<file path="src/hdl/mpb_pkg.sv">
// ============================================================================
// Mask pixel to BGR888 package
// Shared widths, register indexes, the configuration bus type and the
// arithmetic helpers used by the pixel conversion pipeline.
// ============================================================================
package mpb_pkg;

    localparam int PIX_W      = 32;
    localparam int FIELD_W    = 32;
    localparam int SHIFT_W    = 5;
    localparam int COLOUR_W   = 8;
    localparam int NUM_W      = FIELD_W + COLOUR_W;
    localparam int NUM_CH     = 3;
    localparam int DIV_STEPS  = 2;
    localparam int DIV_STAGES = COLOUR_W / DIV_STEPS;
    localparam int QIDX_W     = 3;
    localparam int PIPE_DEPTH = 3 + DIV_STAGES;
    localparam int ADDR_W     = 4;
    localparam int DATA_W     = 32;
    localparam int BPP_W      = 3;

    localparam int CH_BLUE  = 0;
    localparam int CH_GREEN = 1;
    localparam int CH_RED   = 2;

    typedef enum logic [1:0] {
        REG_RED_MASK   = 2'd0,
        REG_GREEN_MASK = 2'd1,
        REG_BLUE_MASK  = 2'd2,
        REG_BPP        = 2'd3
    } reg_idx_t;

    localparam logic [BPP_W-1:0] BPP_2 = 3'd2;
    localparam logic [BPP_W-1:0] BPP_3 = 3'd3;
    localparam logic [BPP_W-1:0] BPP_4 = 3'd4;

    localparam logic [FIELD_W-1:0] RED_MASK_RST   = 32'h00FF_0000;
    localparam logic [FIELD_W-1:0] GREEN_MASK_RST = 32'h0000_FF00;
    localparam logic [FIELD_W-1:0] BLUE_MASK_RST  = 32'h0000_00FF;
    localparam logic [FIELD_W-1:0] TOP_RST        = 32'h0000_00FF;
    localparam logic [SHIFT_W-1:0] RED_TZ_RST     = 5'd16;
    localparam logic [SHIFT_W-1:0] GREEN_TZ_RST   = 5'd8;
    localparam logic [SHIFT_W-1:0] BLUE_TZ_RST    = 5'd0;

    typedef struct packed {
        logic [NUM_CH-1:0][FIELD_W-1:0] mask;
        logic [NUM_CH-1:0][SHIFT_W-1:0] tz;
        logic [NUM_CH-1:0][FIELD_W-1:0] top;
        logic                           err;
    } cfg_t;

    typedef struct packed {
        logic [NUM_W-1:0]    rem;
        logic [COLOUR_W-1:0] quo;
    } div_state_t;

    function automatic logic [SHIFT_W-1:0] trailing_zeros(input logic [FIELD_W-1:0] m);
        logic [SHIFT_W-1:0] n;
        n = '0;
        for (int i = FIELD_W - 1; i >= 0; i--)
        begin
            if (m[i])
            begin
                n = SHIFT_W'(i);
            end
        end
        return n;
    endfunction

    function automatic logic mask_contiguous(input logic [FIELD_W-1:0] m);
        logic [FIELD_W-1:0] lowest;
        lowest = m & (~m + FIELD_W'(1));
        return (m != '0) && (((m + lowest) & m) == '0);
    endfunction

    function automatic div_state_t div_steps(input div_state_t st_in,
                                             input logic [FIELD_W-1:0] divisor,
                                             input int first_bit);
        div_state_t         st;
        logic [NUM_W-1:0]   d;
        logic [QIDX_W-1:0]  bit_idx;
        st = st_in;
        for (int j = 0; j < DIV_STEPS; j++)
        begin
            bit_idx = QIDX_W'(first_bit - j);
            d = NUM_W'(divisor) << bit_idx;
            if (st.rem >= d)
            begin
                st.rem          = st.rem - d;
                st.quo[bit_idx] = 1'b1;
            end
        end
        return st;
    endfunction

endpackage

</file>
<file path="src/hdl/mpb_chan.sv">
// ============================================================================
// Mask pixel to BGR888 colour channel
// Extracts one colour field, forms field*255 plus half the range, and divides
// by the range in a restoring divider of two quotient bits per stage.
// ============================================================================
module mpb_chan
(
    input  logic                          clk,
    input  logic [mpb_pkg::PIX_W-1:0]     pixel,
    input  logic [mpb_pkg::FIELD_W-1:0]   mask,
    input  logic [mpb_pkg::SHIFT_W-1:0]   tz,
    input  logic [mpb_pkg::FIELD_W-1:0]   top,
    output logic [mpb_pkg::COLOUR_W-1:0]  quotient
);
    import mpb_pkg::*;

    logic [FIELD_W-1:0] field_reg;
    logic [FIELD_W-1:0] field_next;
    logic [NUM_W-1:0]   num_reg;
    logic [NUM_W-1:0]   num_next;
    div_state_t         stage_reg  [DIV_STAGES];
    div_state_t         stage_next [DIV_STAGES];

    assign field_next = (pixel & mask) >> tz;
    assign num_next   = {field_reg, {COLOUR_W{1'b0}}} - NUM_W'(field_reg)
                      + NUM_W'(top >> 1);

    for (genvar s = 0; s < DIV_STAGES; s++)
    begin : g_div
        div_state_t st_in;
        if (s == 0)
        begin : g_first
            assign st_in = '{rem: num_reg, quo: '0};
        end
        else
        begin : g_next
            assign st_in = stage_reg[s-1];
        end
        assign stage_next[s] = div_steps(st_in, top, COLOUR_W - 1 - s * DIV_STEPS);
    end

    always_ff @(posedge clk)
    begin
        field_reg <= field_next;
        num_reg   <= num_next;
        stage_reg <= stage_next;
    end

    assign quotient = stage_reg[DIV_STAGES-1].quo;

endmodule

</file>
<file path="config.mk">
export PLATFORM = sky130hd
export DESIGN_NAME = mpb_chan
export DESIGN_NICKNAME = d
export VERILOG_FILES = /design/src/hdl/mpb_pkg.sv /design/src/hdl/mpb_chan.sv
export SDC_FILE = /design/constraint.sdc
export NUM_CORES = 1
export LEC_CHECK = 0
export BUFFER_PORTS_ARGS = -buffer_cell sky130_fd_sc_hd__buf_2
export CORE_AREA = 2 2 285 287
export DETAILED_ROUTE_END_ITERATION = 8
export DIE_AREA = 0 0 287 289
export GPL_TIMING_DRIVEN = 0
export HOLD_SLACK_MARGIN = 0.1
export PLACE_DENSITY = 0.43
export SYNTH_ARGS = -nofsm -noshare
export SYNTH_HDL_FRONTEND = slang
export SYNTH_SLANG_ARGS = --single-unit
</file>
<file path="constraint.sdc">
create_clock -name clk -period 14.3 [get_ports clk]
set_clock_uncertainty 0.05 [all_clocks]
set_input_delay 1.43 -clock clk [delete_from_list [all_inputs] [get_ports clk]]
set_output_delay 1.43 -clock clk [all_outputs]
set_load 0.03 [all_outputs]
</file>
==> out/qor.txt <==
Main synth FF type = dfxtp_1
Max Freq = 0.0962 GHz
Syn Nets = 3510
CP top delay family = simple AND/OR/NAND/NOR gates
DR WL/cell = 20.3 µm
largest net degree at the start of global routing = 16
post-route ant nets = 0
post-cts resize count = 0
synth warn = 0
end-of-flow core utilization = 33.5%
Hold Crit Class = flop to flop
full die area = 0.0829 mm²
status = finished clean
Setup CP Type = primary input to flop
most common cell after layout, fill and taps aside = ha_1
clock latency on the worst-skew pair = 0.60 ns
Routed Wire Length = 87.1 mm
Worst Hold End = g_div[3].st_in[5]
CP max stage delay = 0.82 ns
gr ovfl total = 0
Synth Area per Inst = 7.74 µm²
Vias/cell = 5.27
Port-buffer cells = 106
RSZ-0062 raised after global routing = no
clock sinks = 212
FFs w/ async S/R, synth = 0%
WHS = 0.273 ns
Seq/Total Area, Yosys = 17.8%
reg-to-reg startpoint = num_reg[35]
initial core utilization = 29.8%
Worst-path clk slew = 0.06 ns
Core Area = 0.0799 mm²
DR vias = 22640
post-layout net count = 3648
clk root buf = clkbuf_16
count of pins over their slew limit = 0
Hold Vio Cnt, Final = 0
max-cap viol count = 0
Critical Path RT = 14.70 ns
final period utilization = 72.7%
Setup-failing EPs final = 0
Hold Path Depth = 0
CP max-delay cell = inv_1
Max clock buf depth = 3
Rel. slew slack = 17.1%
Die Ht = 289 µm
crit end category = flop
hold_buf cts = 0
Buf+Inv Stages, Crit Path = 6
cts bufs inserted = 30
first-pass GRT wire length = 133 mm
FF-to-FF End = g_div[1].st_in[40]
Post-Syn Area = 0.0238 mm²
finished layout cell area = 0.0267 mm²
HPWL Detailed = 69.5 mm
Post-CTS Setup Repair Bufs = 0
H-tree Lvls = 1
initial antenna violation count = 8
share of cells above drive strength 1 = 8.87%
num rows = 104
Layout fillers = 8751
crit path time final = 10.40 ns
Placer Congestion = 0.882
Cell Area, Placed = 0.0256 mm²
worst slew pin tran = 1.24 ns
worst-path fanout max = 10
HP Start = g_div[2].st_in[5]
max FFs per register = 132
Initial DRC Count = 1183
R2R setup slack = 5.26 ns
Area Overhead vs Synth = 12.4%
Synth Register Bits = 212
Critical Path AT = 10.80 ns
vias in the first global route = 22417
Netlist cell types = 82
Setup TNS = 0 ns
CTS tree = built
drt pass-1 iters = 6
GRT Util Overall = 20.7%
Mapped Cells = 3074
Top Ports = 110
Post-synth EDFFs = 0
Critical Path Start Type = primary input
FF-to-FF path depth = 23
DRC errors left = 0
most frequent CP cell = clkbuf_1
die width = 287 µm
most frequent cells in the layout = ha_1, a21oi_1, nand2_1
## synthesized netlist by cell type, drive strengths merged (15+ instances only)
master	count	area share, %
nor2b	27	0.71
xnor2	167	6.1
nand2	281	4.4
o211ai	18	0.57
nor3	43	0.93
a31oi	23	0.60
a21oi	296	6.2
o31ai	18	0.59
nand3	83	1.7
and4	15	0.55
and3	29	0.76
ha	303	16
o21a	42	1.3
nand2b	35	0.92
xor2	67	2.5
buf	20	0.37
o21bai	45	1.4
a21o	148	4.7
mux2i	54	2.3
clkbuf	73	1.2
nor2	206	3.3
a211oi	32	1.0
inv	198	3.1
nand4	40	1.1
mux2	90	4.3
nor4	18	0.54
dfxtp	212	18
fa	31	2.6
o21ai	269	5.7
a211o	15	0.55
## cells by family (layout without fill, tap and decap cells)
kind of cell	count (synthesis)	in the layout	synth area share, %
adders and majority gates	334	334	18.5
muxes	146	146	6.72
buffers and inverters	292	454	4.67
other	0	2	0
AOI/OAI and AO/OA	1013	1013	26.7
DFF	212	212	17.8
and+or+nand+nor	843	843	16.9
xor gates and xnor gates	234	234	8.62
## metrics by stage
step,std cells,setup WS [ns]
after detailed placement,4240,3.22
final,4298,3.90
after floorplan,3074,6.94
after global placement,4240,3.10
after CTS,4296,3.86
after global routing,4296,3.51
## worst max-delay path by stage
stage / startpoint / end / slack (ns) / depth (start not counted)
6_report: top[18] / g_div[1].st_in[40] / 3.90 / 25
5_1_grt: top[18] / g_div[1].st_in[37] / 3.51 / 25
4_1_cts: top[28] / g_div[1].st_in[40] / 3.86 / 25
3_5_place_dp: top[28] / g_div[1].st_in[40] / 3.22 / 25
3_3_place_gp: top[28] / g_div[1].st_in[40] / 3.10 / 25
2_1_floorplan: top[1] / g_div[2].st_in[46] / 6.94 / 26
## area by class of cell
| cell class | instances | area, µm² | area share [%] |
|---|---|---|---|
| Clock buffer | 33 | 792 | 2.96 |
| Sequential cell | 212 | 4240 | 15.9 |
| Clock inverter | 23 | 294 | 1.10 |
| Antenna cell | 2 | 5.00 | 0.0187 |
| Multi-Input combinational cell | 2570 | 18400 | 69.0 |
| Tap cell | 1060 | 1330 | 4.96 |
| Timing Repair Buffer | 106 | 531 | 1.98 |
| Inverter | 199 | 747 | 2.79 |
| Buffer | 93 | 363 | 1.36 |
## layer usage
layer  vias up  wire, µm  track usage, %
met5         -        13               0
met4         2      2030            4.95
met3       101      2080            1.48
met2       340     43600            38.2
met1     10706     39300            26.0
li1      11491         -               -
Power is left out: the tool's default activity adds up to more than one toggle a clock period on the data nets, which glitch-free logic cannot reach.
