===== src/hdl/mpb_pkg.sv =====
// ============================================================================
// Mask pixel to BGR888 package
// Shared widths, register indexes, the configuration bus type and the
// arithmetic helpers used by the pixel conversion pipeline.
// ============================================================================
package mpb_pkg;

    localparam int PIX_W      = 32;
    localparam int FIELD_W    = 32;
    localparam int SHIFT_W    = 5;
    localparam int COLOUR_W   = 8;
    localparam int NUM_W      = FIELD_W + COLOUR_W;
    localparam int NUM_CH     = 3;
    localparam int DIV_STEPS  = 2;
    localparam int DIV_STAGES = COLOUR_W / DIV_STEPS;
    localparam int QIDX_W     = 3;
    localparam int PIPE_DEPTH = 3 + DIV_STAGES;
    localparam int ADDR_W     = 4;
    localparam int DATA_W     = 32;
    localparam int BPP_W      = 3;

    localparam int CH_BLUE  = 0;
    localparam int CH_GREEN = 1;
    localparam int CH_RED   = 2;

    typedef enum logic [1:0] {
        REG_RED_MASK   = 2'd0,
        REG_GREEN_MASK = 2'd1,
        REG_BLUE_MASK  = 2'd2,
        REG_BPP        = 2'd3
    } reg_idx_t;

    localparam logic [BPP_W-1:0] BPP_2 = 3'd2;
    localparam logic [BPP_W-1:0] BPP_3 = 3'd3;
    localparam logic [BPP_W-1:0] BPP_4 = 3'd4;

    localparam logic [FIELD_W-1:0] RED_MASK_RST   = 32'h00FF_0000;
    localparam logic [FIELD_W-1:0] GREEN_MASK_RST = 32'h0000_FF00;
    localparam logic [FIELD_W-1:0] BLUE_MASK_RST  = 32'h0000_00FF;
    localparam logic [FIELD_W-1:0] TOP_RST        = 32'h0000_00FF;
    localparam logic [SHIFT_W-1:0] RED_TZ_RST     = 5'd16;
    localparam logic [SHIFT_W-1:0] GREEN_TZ_RST   = 5'd8;
    localparam logic [SHIFT_W-1:0] BLUE_TZ_RST    = 5'd0;

    typedef struct packed {
        logic [NUM_CH-1:0][FIELD_W-1:0] mask;
        logic [NUM_CH-1:0][SHIFT_W-1:0] tz;
        logic [NUM_CH-1:0][FIELD_W-1:0] top;
        logic                           err;
    } cfg_t;

    typedef struct packed {
        logic [NUM_W-1:0]    rem;
        logic [COLOUR_W-1:0] quo;
    } div_state_t;

    function automatic logic [SHIFT_W-1:0] trailing_zeros(input logic [FIELD_W-1:0] m);
        logic [SHIFT_W-1:0] n;
        n = '0;
        for (int i = FIELD_W - 1; i >= 0; i--)
        begin
            if (m[i])
            begin
                n = SHIFT_W'(i);
            end
        end
        return n;
    endfunction

    function automatic logic mask_contiguous(input logic [FIELD_W-1:0] m);
        logic [FIELD_W-1:0] lowest;
        lowest = m & (~m + FIELD_W'(1));
        return (m != '0) && (((m + lowest) & m) == '0);
    endfunction

    function automatic div_state_t div_steps(input div_state_t st_in,
                                             input logic [FIELD_W-1:0] divisor,
                                             input int first_bit);
        div_state_t         st;
        logic [NUM_W-1:0]   d;
        logic [QIDX_W-1:0]  bit_idx;
        st = st_in;
        for (int j = 0; j < DIV_STEPS; j++)
        begin
            bit_idx = QIDX_W'(first_bit - j);
            d = NUM_W'(divisor) << bit_idx;
            if (st.rem >= d)
            begin
                st.rem          = st.rem - d;
                st.quo[bit_idx] = 1'b1;
            end
        end
        return st;
    endfunction

endpackage


===== src/hdl/mpb_cfg.sv =====
// ============================================================================
// Mask pixel to BGR888 configuration registers
// Register file on the APB port, plus the derived shift, field range and
// error flag, registered from the masks and pixel size, the range after the shift.
// ============================================================================
module mpb_cfg
(
    input  logic                        clk,
    input  logic                        rst_n,
    input  logic                        psel,
    input  logic                        penable,
    input  logic                        pwrite,
    input  logic [mpb_pkg::ADDR_W-1:0]  paddr,
    input  logic [mpb_pkg::DATA_W-1:0]  pwdata,
    output logic [mpb_pkg::DATA_W-1:0]  prdata,
    output logic                        pready,
    output mpb_pkg::cfg_t               cfg
);
    import mpb_pkg::*;

    logic [NUM_CH-1:0][FIELD_W-1:0] mask_reg;
    logic [NUM_CH-1:0][FIELD_W-1:0] mask_next;
    logic [BPP_W-1:0]               bpp_reg;
    logic [BPP_W-1:0]               bpp_next;
    logic [NUM_CH-1:0][SHIFT_W-1:0] tz_reg;
    logic [NUM_CH-1:0][SHIFT_W-1:0] tz_next;
    logic [NUM_CH-1:0][FIELD_W-1:0] top_reg;
    logic [NUM_CH-1:0][FIELD_W-1:0] top_next;
    logic                           err_reg;
    logic                           err_next;
    logic                           wr_en;
    reg_idx_t                       idx;
    logic [FIELD_W-1:0]             all_masks;
    logic                           size_err;
    logic                           shape_err;
    logic                           overlap_err;

    assign pready = 1'b1;
    assign wr_en  = psel && penable && pwrite && pready;
    assign idx    = reg_idx_t'(paddr[ADDR_W-1:2]);

    always_comb
    begin
        mask_next = mask_reg;
        bpp_next  = bpp_reg;
        if (wr_en)
        begin
            unique case (idx)
                REG_RED_MASK:   mask_next[CH_RED]   = pwdata;
                REG_GREEN_MASK: mask_next[CH_GREEN] = pwdata;
                REG_BLUE_MASK:  mask_next[CH_BLUE]  = pwdata;
                REG_BPP:        bpp_next            = pwdata[BPP_W-1:0];
            endcase
        end
    end

    always_comb
    begin
        unique case (idx)
            REG_RED_MASK:   prdata = mask_reg[CH_RED];
            REG_GREEN_MASK: prdata = mask_reg[CH_GREEN];
            REG_BLUE_MASK:  prdata = mask_reg[CH_BLUE];
            REG_BPP:        prdata = DATA_W'(bpp_reg);
        endcase
    end

    always_comb
    begin
        all_masks = mask_reg[CH_RED] | mask_reg[CH_GREEN] | mask_reg[CH_BLUE];
        unique case (bpp_reg)
            BPP_2:   size_err = (all_masks[FIELD_W-1:16] != '0);
            BPP_3:   size_err = (all_masks[FIELD_W-1:24] != '0);
            BPP_4:   size_err = 1'b0;
            default: size_err = 1'b1;
        endcase
        shape_err = !mask_contiguous(mask_reg[CH_RED])
                 || !mask_contiguous(mask_reg[CH_GREEN])
                 || !mask_contiguous(mask_reg[CH_BLUE]);
        overlap_err = ((mask_reg[CH_RED] & mask_reg[CH_GREEN]) != '0)
                   || ((mask_reg[CH_RED] & mask_reg[CH_BLUE]) != '0)
                   || ((mask_reg[CH_GREEN] & mask_reg[CH_BLUE]) != '0);
        err_next = size_err || shape_err || overlap_err;
        for (int c = 0; c < NUM_CH; c++)
        begin
            tz_next[c]  = trailing_zeros(mask_reg[c]);
            top_next[c] = mask_reg[c] >> tz_reg[c];
        end
    end

    always_ff @(posedge clk or negedge rst_n)
    begin
        if (!rst_n)
        begin
            mask_reg[CH_RED]   <= RED_MASK_RST;
            mask_reg[CH_GREEN] <= GREEN_MASK_RST;
            mask_reg[CH_BLUE]  <= BLUE_MASK_RST;
            bpp_reg            <= BPP_4;
            tz_reg[CH_RED]     <= RED_TZ_RST;
            tz_reg[CH_GREEN]   <= GREEN_TZ_RST;
            tz_reg[CH_BLUE]    <= BLUE_TZ_RST;
            top_reg[CH_RED]    <= TOP_RST;
            top_reg[CH_GREEN]  <= TOP_RST;
            top_reg[CH_BLUE]   <= TOP_RST;
            err_reg            <= 1'b0;
        end
        else
        begin
            mask_reg <= mask_next;
            bpp_reg  <= bpp_next;
            tz_reg   <= tz_next;
            top_reg  <= top_next;
            err_reg  <= err_next;
        end
    end

    assign cfg.mask = mask_reg;
    assign cfg.tz   = tz_reg;
    assign cfg.top  = top_reg;
    assign cfg.err  = err_reg;

`ifndef SYNTHESIS
    // Once the registers have settled, a usable configuration has every
    // field range ending in a set bit.
    assert property (@(posedge clk) disable iff (!rst_n)
        (!$past(wr_en, 1) && !$past(wr_en, 2) && !$past(wr_en, 3) && !err_reg)
        |-> (top_reg[CH_RED][0] && top_reg[CH_GREEN][0] && top_reg[CH_BLUE][0]))
        else $error("derived field range not contiguous on a good configuration");
`endif

endmodule


===== config.mk =====
export PLATFORM = sky130hd
export DESIGN_NAME = mpb_cfg
export DESIGN_NICKNAME = d
export VERILOG_FILES = /design/src/hdl/mpb_pkg.sv /design/src/hdl/mpb_cfg.sv
export SDC_FILE = /design/constraint.sdc
export NUM_CORES = 1
export LEC_CHECK = 0
export ABC_AREA = 0
export BUFFER_PORTS_ARGS = -buffer_cell sky130_fd_sc_hd__buf_2
export CORE_MARGIN = 2
export CORE_UTILIZATION = 39
export DETAILED_ROUTE_END_ITERATION = 16
export SLEW_MARGIN = 5
export SYNTH_ARGS = -nofsm -noshare
export SYNTH_HDL_FRONTEND = slang
export SYNTH_SLANG_ARGS = --single-unit

===== constraint.sdc =====
create_clock -name clk -period 3.85 [get_ports clk]
set_clock_uncertainty 0.05 [all_clocks]
set_input_delay 0.77 -clock clk [delete_from_list [all_inputs] [get_ports clk]]
set_output_delay 0.77 -clock clk [all_outputs]
set_load 0.1 [all_outputs]

==> summary.md, run 1 <==
| Metric | Value |
|---|---|
| Outcome | finished, final reports clean |
| Crit Path Max Fanout | 5 |
| Num rows | 76 |
| Prevailing post-synth register cell | dfrtp_1 |
| Layout cells sized above 1 | 0.328 |
| Commonest non-fill, non-tap cell in the layout | nand2_1 |
| Final slew viol count | 0 |
| Post-synth EDFFs | 0 |
| I/O Buffers | 278 |
| IR drop worst, VDD | 1.89 mV |
| Largest register FFs | 207 |
| Final setup viols | 0 |
| Relative slew slack | 0.323 |
| Clk_lat worst skew | 0.57 ns |
| Starting Density | 0.394 |
| Cell area after synthesis | 16900 µm² |
| Fin nets | 2397 |
| Cell count after synthesis | 2072 |
| Die H | 212 µm |
| Vias per cell | 6.25 |
| DR DRC count | 0 |
| Sequential area share after synthesis | 0.316 |
| CP Capture Type | flop |
| Final hold violations | 0 |
| Post-DP HPWL | 60500 µm |
| Crit start category | flop |
| Post-CTS setup buffers | 0 |
| Final TNS setup | 0 ns |
| RSZ-0062 raised after global routing | no |
| Final Cycle Share | 0.936 |
| Achievable frequency | 0.277 GHz |
| Post-synthesis cell type count | 89 |
| Area after DPL | 20300 µm² |
| RR Endpoint | err_reg |
| Vias in the first global route | 17500 |
| Total grt overflow | 0 |
| CTS clk-pin slew, worst paths | 0.07 ns |
| Drt total wl | 80100 µm |
| Drt wl/cell | 27.0 µm |
| GRT Total Usage | 0.350 |
| # clock sinks | 211 |
| WS Path Type | flop to flop |
| P_leak | 9.14 nW |
| Syn avg cell area | 8.15 µm² |
| Antenna violations before repair | 0 |
| CP arrival | 3.99 ns |
| Layout fillers | 4182 |
| DRT antenna net count | 0 |
| Die Area | 45000 µm² |
| I/O pins | 282 |
| CTS Buf Count | 27 |
| Core area | 42900 µm² |
| Fin crit period | 3.60 ns |
| 1st-pass router iterations | 5 |
| Reg2reg path depth | 10 |
| YS warnings | 0 |
| Commonest non-fill, non-tap cells in the layout | nand2_1 (279), buf_2 (248), buf_4 (188) |
| RR Startpoint | cfg[178] |
| P per Cell Area | 987 nW/µm² |
| Total number of vias | 18500 |
| CTS Buffer Depth | 3 |
| Post-Syn Nets | 2113 |
| Gp weighted congestion | 1.03 |
| Final Util | 0.494 |
| Synthesized flop and latch total | 211 |
| Area Overhead vs Synth | 25.4% |
| Max-cap check violation count | 0 |
| First-pass GRT wire length | 117000 µm |
| Initial DRC count | 2108 |
| Asr flop ratio synth | 1.00 |
| Worst Hold Class | primary input to asynchronous set/reset pin |
| Design Area, Final | 21200 µm² |
| Root Buffer Master | clkbuf_16 |
| H-tree Lvls | 1 |
| Measured slew at the worst slew-check pin | 1.02 ns |
| Critical path required time | 4.24 ns |
| CTS tree | done |
| Reg-to-reg slack, setup | 0.25 ns |
| Die width | 212 µm |
| Largest net degree at the start of global routing | 98 |
==> worst max-delay path: stages (launching register included) <==
cell and delay, ns:
dfrtp_1 0.43, or4_4 0.63, nor4_4 0.39, nand3b_1 0.12
a2111oi_1 0.49, buf_4 0.20, o32a_1 0.13, o211ai_1 0.08
or4_1 0.56, nor4_1 0.28, nand4_1 0.11
==> layer usage <==
metal	vias to the layer above	global-route usage	part of all wire
li1	8154	-	-
met1	9037	0.486	0.42
met2	1097	0.522	0.43
met3	204	0.0595	0.088
met4	0	0.177	0.056
met5	-	0	0
==> cells by family after synthesis <==
family                 share of synthesized area
AOI/OAI and AO/OA                          0.220
buffers and inverters                     0.0644
DFF                                        0.316
muxes                                      0.184
other                                   0.000222
and+or+nand+nor                            0.214
==> Yosys cell counts (35+ instances only) <==
master,n,area (µm²)
nand2_1,279,1050
o21ai_0,199,996
clkbuf_1,187,702
nor2_1,182,683
dfrtp_1,160,4000
a21oi_1,133,666
mux2i_1,107,1070
mux2_2,91,1020
inv_1,61,229
dfstp_2,51,1340
mux4_2,43,968
nor2b_1,43,269
a211oi_1,39,293
nand3_1,36,180
o22ai_1,35,219
==> worst max-delay path by stage <==
stage | from | end | slack, ns | depth (start not counted)
2_1_floorplan | cfg[148] | err_reg | 0.17 | 10
3_3_place_gp | cfg[178] | err_reg | 0.20 | 10
3_5_place_dp | cfg[178] | err_reg | 0.22 | 10
4_1_cts | cfg[178] | err_reg | 0.20 | 10
5_1_grt | cfg[178] | err_reg | 0.09 | 10
6_report | cfg[178] | err_reg | 0.25 | 10
==> per-stage QoR <==
stage          power (mW)  hold WS, ns  instances  worst slack (ns)
2_1_floorplan        14.4        0.424       2072             0.166
3_3_place_gp         18.0        0.495       2912             0.203
3_5_place_dp         18.0        0.512       2912             0.224
4_1_cts              20.8        0.322       2960             0.200
5_1_grt              21.7        0.302       2960            0.0868
6_report             20.9        0.218       2961             0.246
==> cell type report <==
cell class	instances	area (µm²)	share of cell area
inverter	67	251	0.0119
multi-input combinational	1578	10600	0.499
clock inverter	15	198	0.00933
antenna	1	2.50	0.000118
timing repair buffer	471	3350	0.158
clock buffer	33	728	0.0344
sequential	211	5350	0.252
tap	585	732	0.0345
==> power breakdown <==
| part | leakage [nW] | internal (mW) | switching (mW) |
|---|---|---|---|
| Clock | 0.459 | 1.61 | 1.06 |
| Sequential | 2.50 | 3.11 | 0.981 |
| Combinational | 6.18 | 3.41 | 10.7 |
==> repair_timing <==
| action | 4_1_cts | 5_1_grt |
|---|---|---|
| gates resized for setup | 0 | 1 |
| hold endpoints to repair | 0 | 0 |
| setup endpoints to repair | 0 | 1 |
| hold buffers | 0 | 0 |
Power figures use the tool's default switching activity.
==> run 2, diff against run 1 <==
==> constraint.sdc (replaced) <==
create_clock -name clk -period 3.85 [get_ports clk]
set_clock_uncertainty 0.05 [all_clocks]
set_input_delay 0.1925 -clock clk [delete_from_list [all_inputs] [get_ports clk]]
set_output_delay 0.1925 -clock clk [all_outputs]
set_load 0.1 [all_outputs]
==> summary.md, run 2 (same netlist as run 1, synthesis figures left out) <==
| Metric | Value |
|---|---|
| Vias per cell | 6.18 (-1.1%) |
| GRT busiest layer | met2 |
| Critical path required time | 4.23 ns (about the same) |
| Largest register FFs | 207 (unchanged) |
| CTS tree | done |
| Worst Hold Class | primary input to asynchronous set/reset pin |
| Die H | 212 µm (unchanged) |
| Initial DRC count | 2235 (+6.0%) |
| GRT Total Usage | 0.340 (-0.00971) |
| Met1 Use GR | 0.478 (-0.00814) |
| Final TNS setup | 0 ns (unchanged) |
| 1st-pass router iterations | 6 (+1) |
| Layout fillers | 4268 (+2.1%) |
| H-tree Lvls | 1 (unchanged) |
| Post-CTS setup buffers | 0 (unchanged) |
| Root Buffer Master | clkbuf_16 |
| RSZ-0062 raised after global routing | no |
| Drt wl/cell | 26.3 µm (-2.8%) |
| Commonest non-fill, non-tap cells in the layout | nand2_1 (279), buf_2 (277), o21ai_0 (185) |
| CTS Buffer Depth | 3 (unchanged) |
| Die Area | 45000 µm² (unchanged) |
| Achievable frequency | 0.272 GHz (-2.0%) |
| Die width | 212 µm (unchanged) |
| Design Area, Final | 20600 µm² (-2.8%) |
| Area after DPL | 19400 µm² (-4.3%) |
| Final slew viol count | 0 (unchanged) |
| Drt total wl | 77700 µm (-2.9%) |
| Antenna violations before repair | 0 (unchanged) |
| P_leak | 8.89 nW (-2.7%) |
| Area Overhead vs Synth | 22.0% |
| Total grt overflow | 0 (unchanged) |
| Core area | 42900 µm² (unchanged) |
| Fin crit period | 3.68 ns (+0.0745 ns) |
| IR drop worst, VDD | 1.41 mV (-26%) |
| DRT antenna net count | 0 (unchanged) |
| Commonest non-fill, non-tap cell in the layout | nand2_1 |
| Post-DP HPWL | 58800 µm (-2.9%) |
| CTS Buf Count | 26 (-3.7%) |
| Largest net degree at the start of global routing | 91 (-7.1%) |
| Outcome | finished, final reports clean |
| Starting Density | 0.394 (unchanged) |
| Final Cycle Share | 0.956 (+0.0194) |
| Gp weighted congestion | 1.04 (+0.96%) |
| Total number of vias | 18300 (-1.2%) |
| Vias in the first global route | 17100 (-2.2%) |
| I/O pins | 282 (unchanged) |
| Layout cells sized above 1 | 0.301 (-0.0261) |
| CTS clk-pin slew, worst paths | 0.07 ns (about the same) |
| Max-cap check violation count | 0 (unchanged) |
| Clk_lat worst skew | 0.58 ns (about the same) |
| P per Cell Area | 990 nW/µm² (+0.25%) |
| Fin nets | 2393 (-0.17%) |
| CP arrival | 4.06 ns (+0.07 ns) |
| CP Capture Type | flop |
| First-pass GRT wire length | 114000 µm (-2.2%) |
| Final hold violations | 0 (unchanged) |
| Relative slew slack | 0.326 (+0.00343) |
| DR DRC count | 0 (unchanged) |
| Measured slew at the worst slew-check pin | 1.01 ns (-0.00514 ns) |
| WHS | 0.168 ns (-0.0502 ns) |
| Num rows | 76 (unchanged) |
| Crit Path Max Fanout | 5 (unchanged) |
| # clock sinks | 211 (unchanged) |
| I/O Buffers | 278 (unchanged) |
| WS Path Type | flop to flop |
| Met2 usage | 0.499 (-0.0233) |
| Final setup viols | 0 (unchanged) |
| Grt met3 use | 0.0632 (+0.00369) |
| Crit start category | flop |
-- run 2: cell count changes in the layout (fill, tap and decap cells not counted), moves of 14 or more --
cell,delta
o21ai_1,+14
dlygate4sd3_1,+33
o21ai_0,+15
buf_4,-32
buf_2,+29
o21ai_2,-29
buf_12,-33
-- run 2: critical path, stage by stage (launching register included) --
cell and delay, ns:
dfrtp_1 0.41, nor4_4 0.36, buf_4 0.19, nand4_2 0.19, or4_1 0.55, a32oi_1 0.33
nand4_1 0.12, or4_1 0.49, or4_1 0.44, nor4_1 0.29, nand4_1 0.11
-- run 2: report_power, final --
group | total (mW) | internal [mW] | switching, mW
clock network | 2.51 | 1.42 | 1.09
registers | 4.04 | 3.11 | 0.934
logic | 13.8 | 3.18 | 10.7
-- run 2: cell type report --
cell class | count | area (µm²) | area share
sequential | 211 | 5350 | 0.260
inverter | 67 | 251 | 0.0122
multi-input combinational | 1578 | 10500 | 0.509
antenna | 1 | 2.50 | 0.000121
tap | 585 | 732 | 0.0355
timing repair buffer | 468 | 2920 | 0.142
clock inverter | 16 | 136 | 0.00662
clock buffer | 32 | 724 | 0.0352
-- run 2: timing repair --
item,in CTS,in global routing
endpoints found under the setup margin,0,1
gates resized for setup,0,3
endpoints found under the hold margin,161,0
hold buffers,33,0
-- run 2: worst paths after layout --
check	from	end	slack, ns	cells after the start
worst min-delay path	rst_n	cfg[21]	0.17	2
max in group asynchronous	rst_n	cfg[35]	2.57	3
worst max-delay path	cfg[191]	err_reg	0.17	10
min in group clk	paddr[3]	bpp_reg[1]	0.21	4
worst min register to register	cfg[169]	cfg[169]	0.51	1
worst max register to register	cfg[191]	err_reg	0.17	10
-- run 2: stage by stage --
step / worst slack (ns) / total power, mW / util / cells
finish: 0.171 / 20.4 / 0.481 / 2958
global route: 0.0289 / 21.2 / 0.480 / 2957
CTS: 0.139 / 20.2 / 0.480 / 2957
detailed placement: 0.146 / 17.7 / 0.452 / 2876
global placement: 0.0663 / 17.6 / 0.452 / 2876
floorplan: 0.0504 / 14.3 / - / 2072
-- run 2: metal layers --
layer / part of all wire / vias up
met5: 0 / -
met4: 0.055 / 0
met3: 0.093 / 194
met2: 0.42 / 1063
li1: - / 8131
met1: 0.43 / 8889
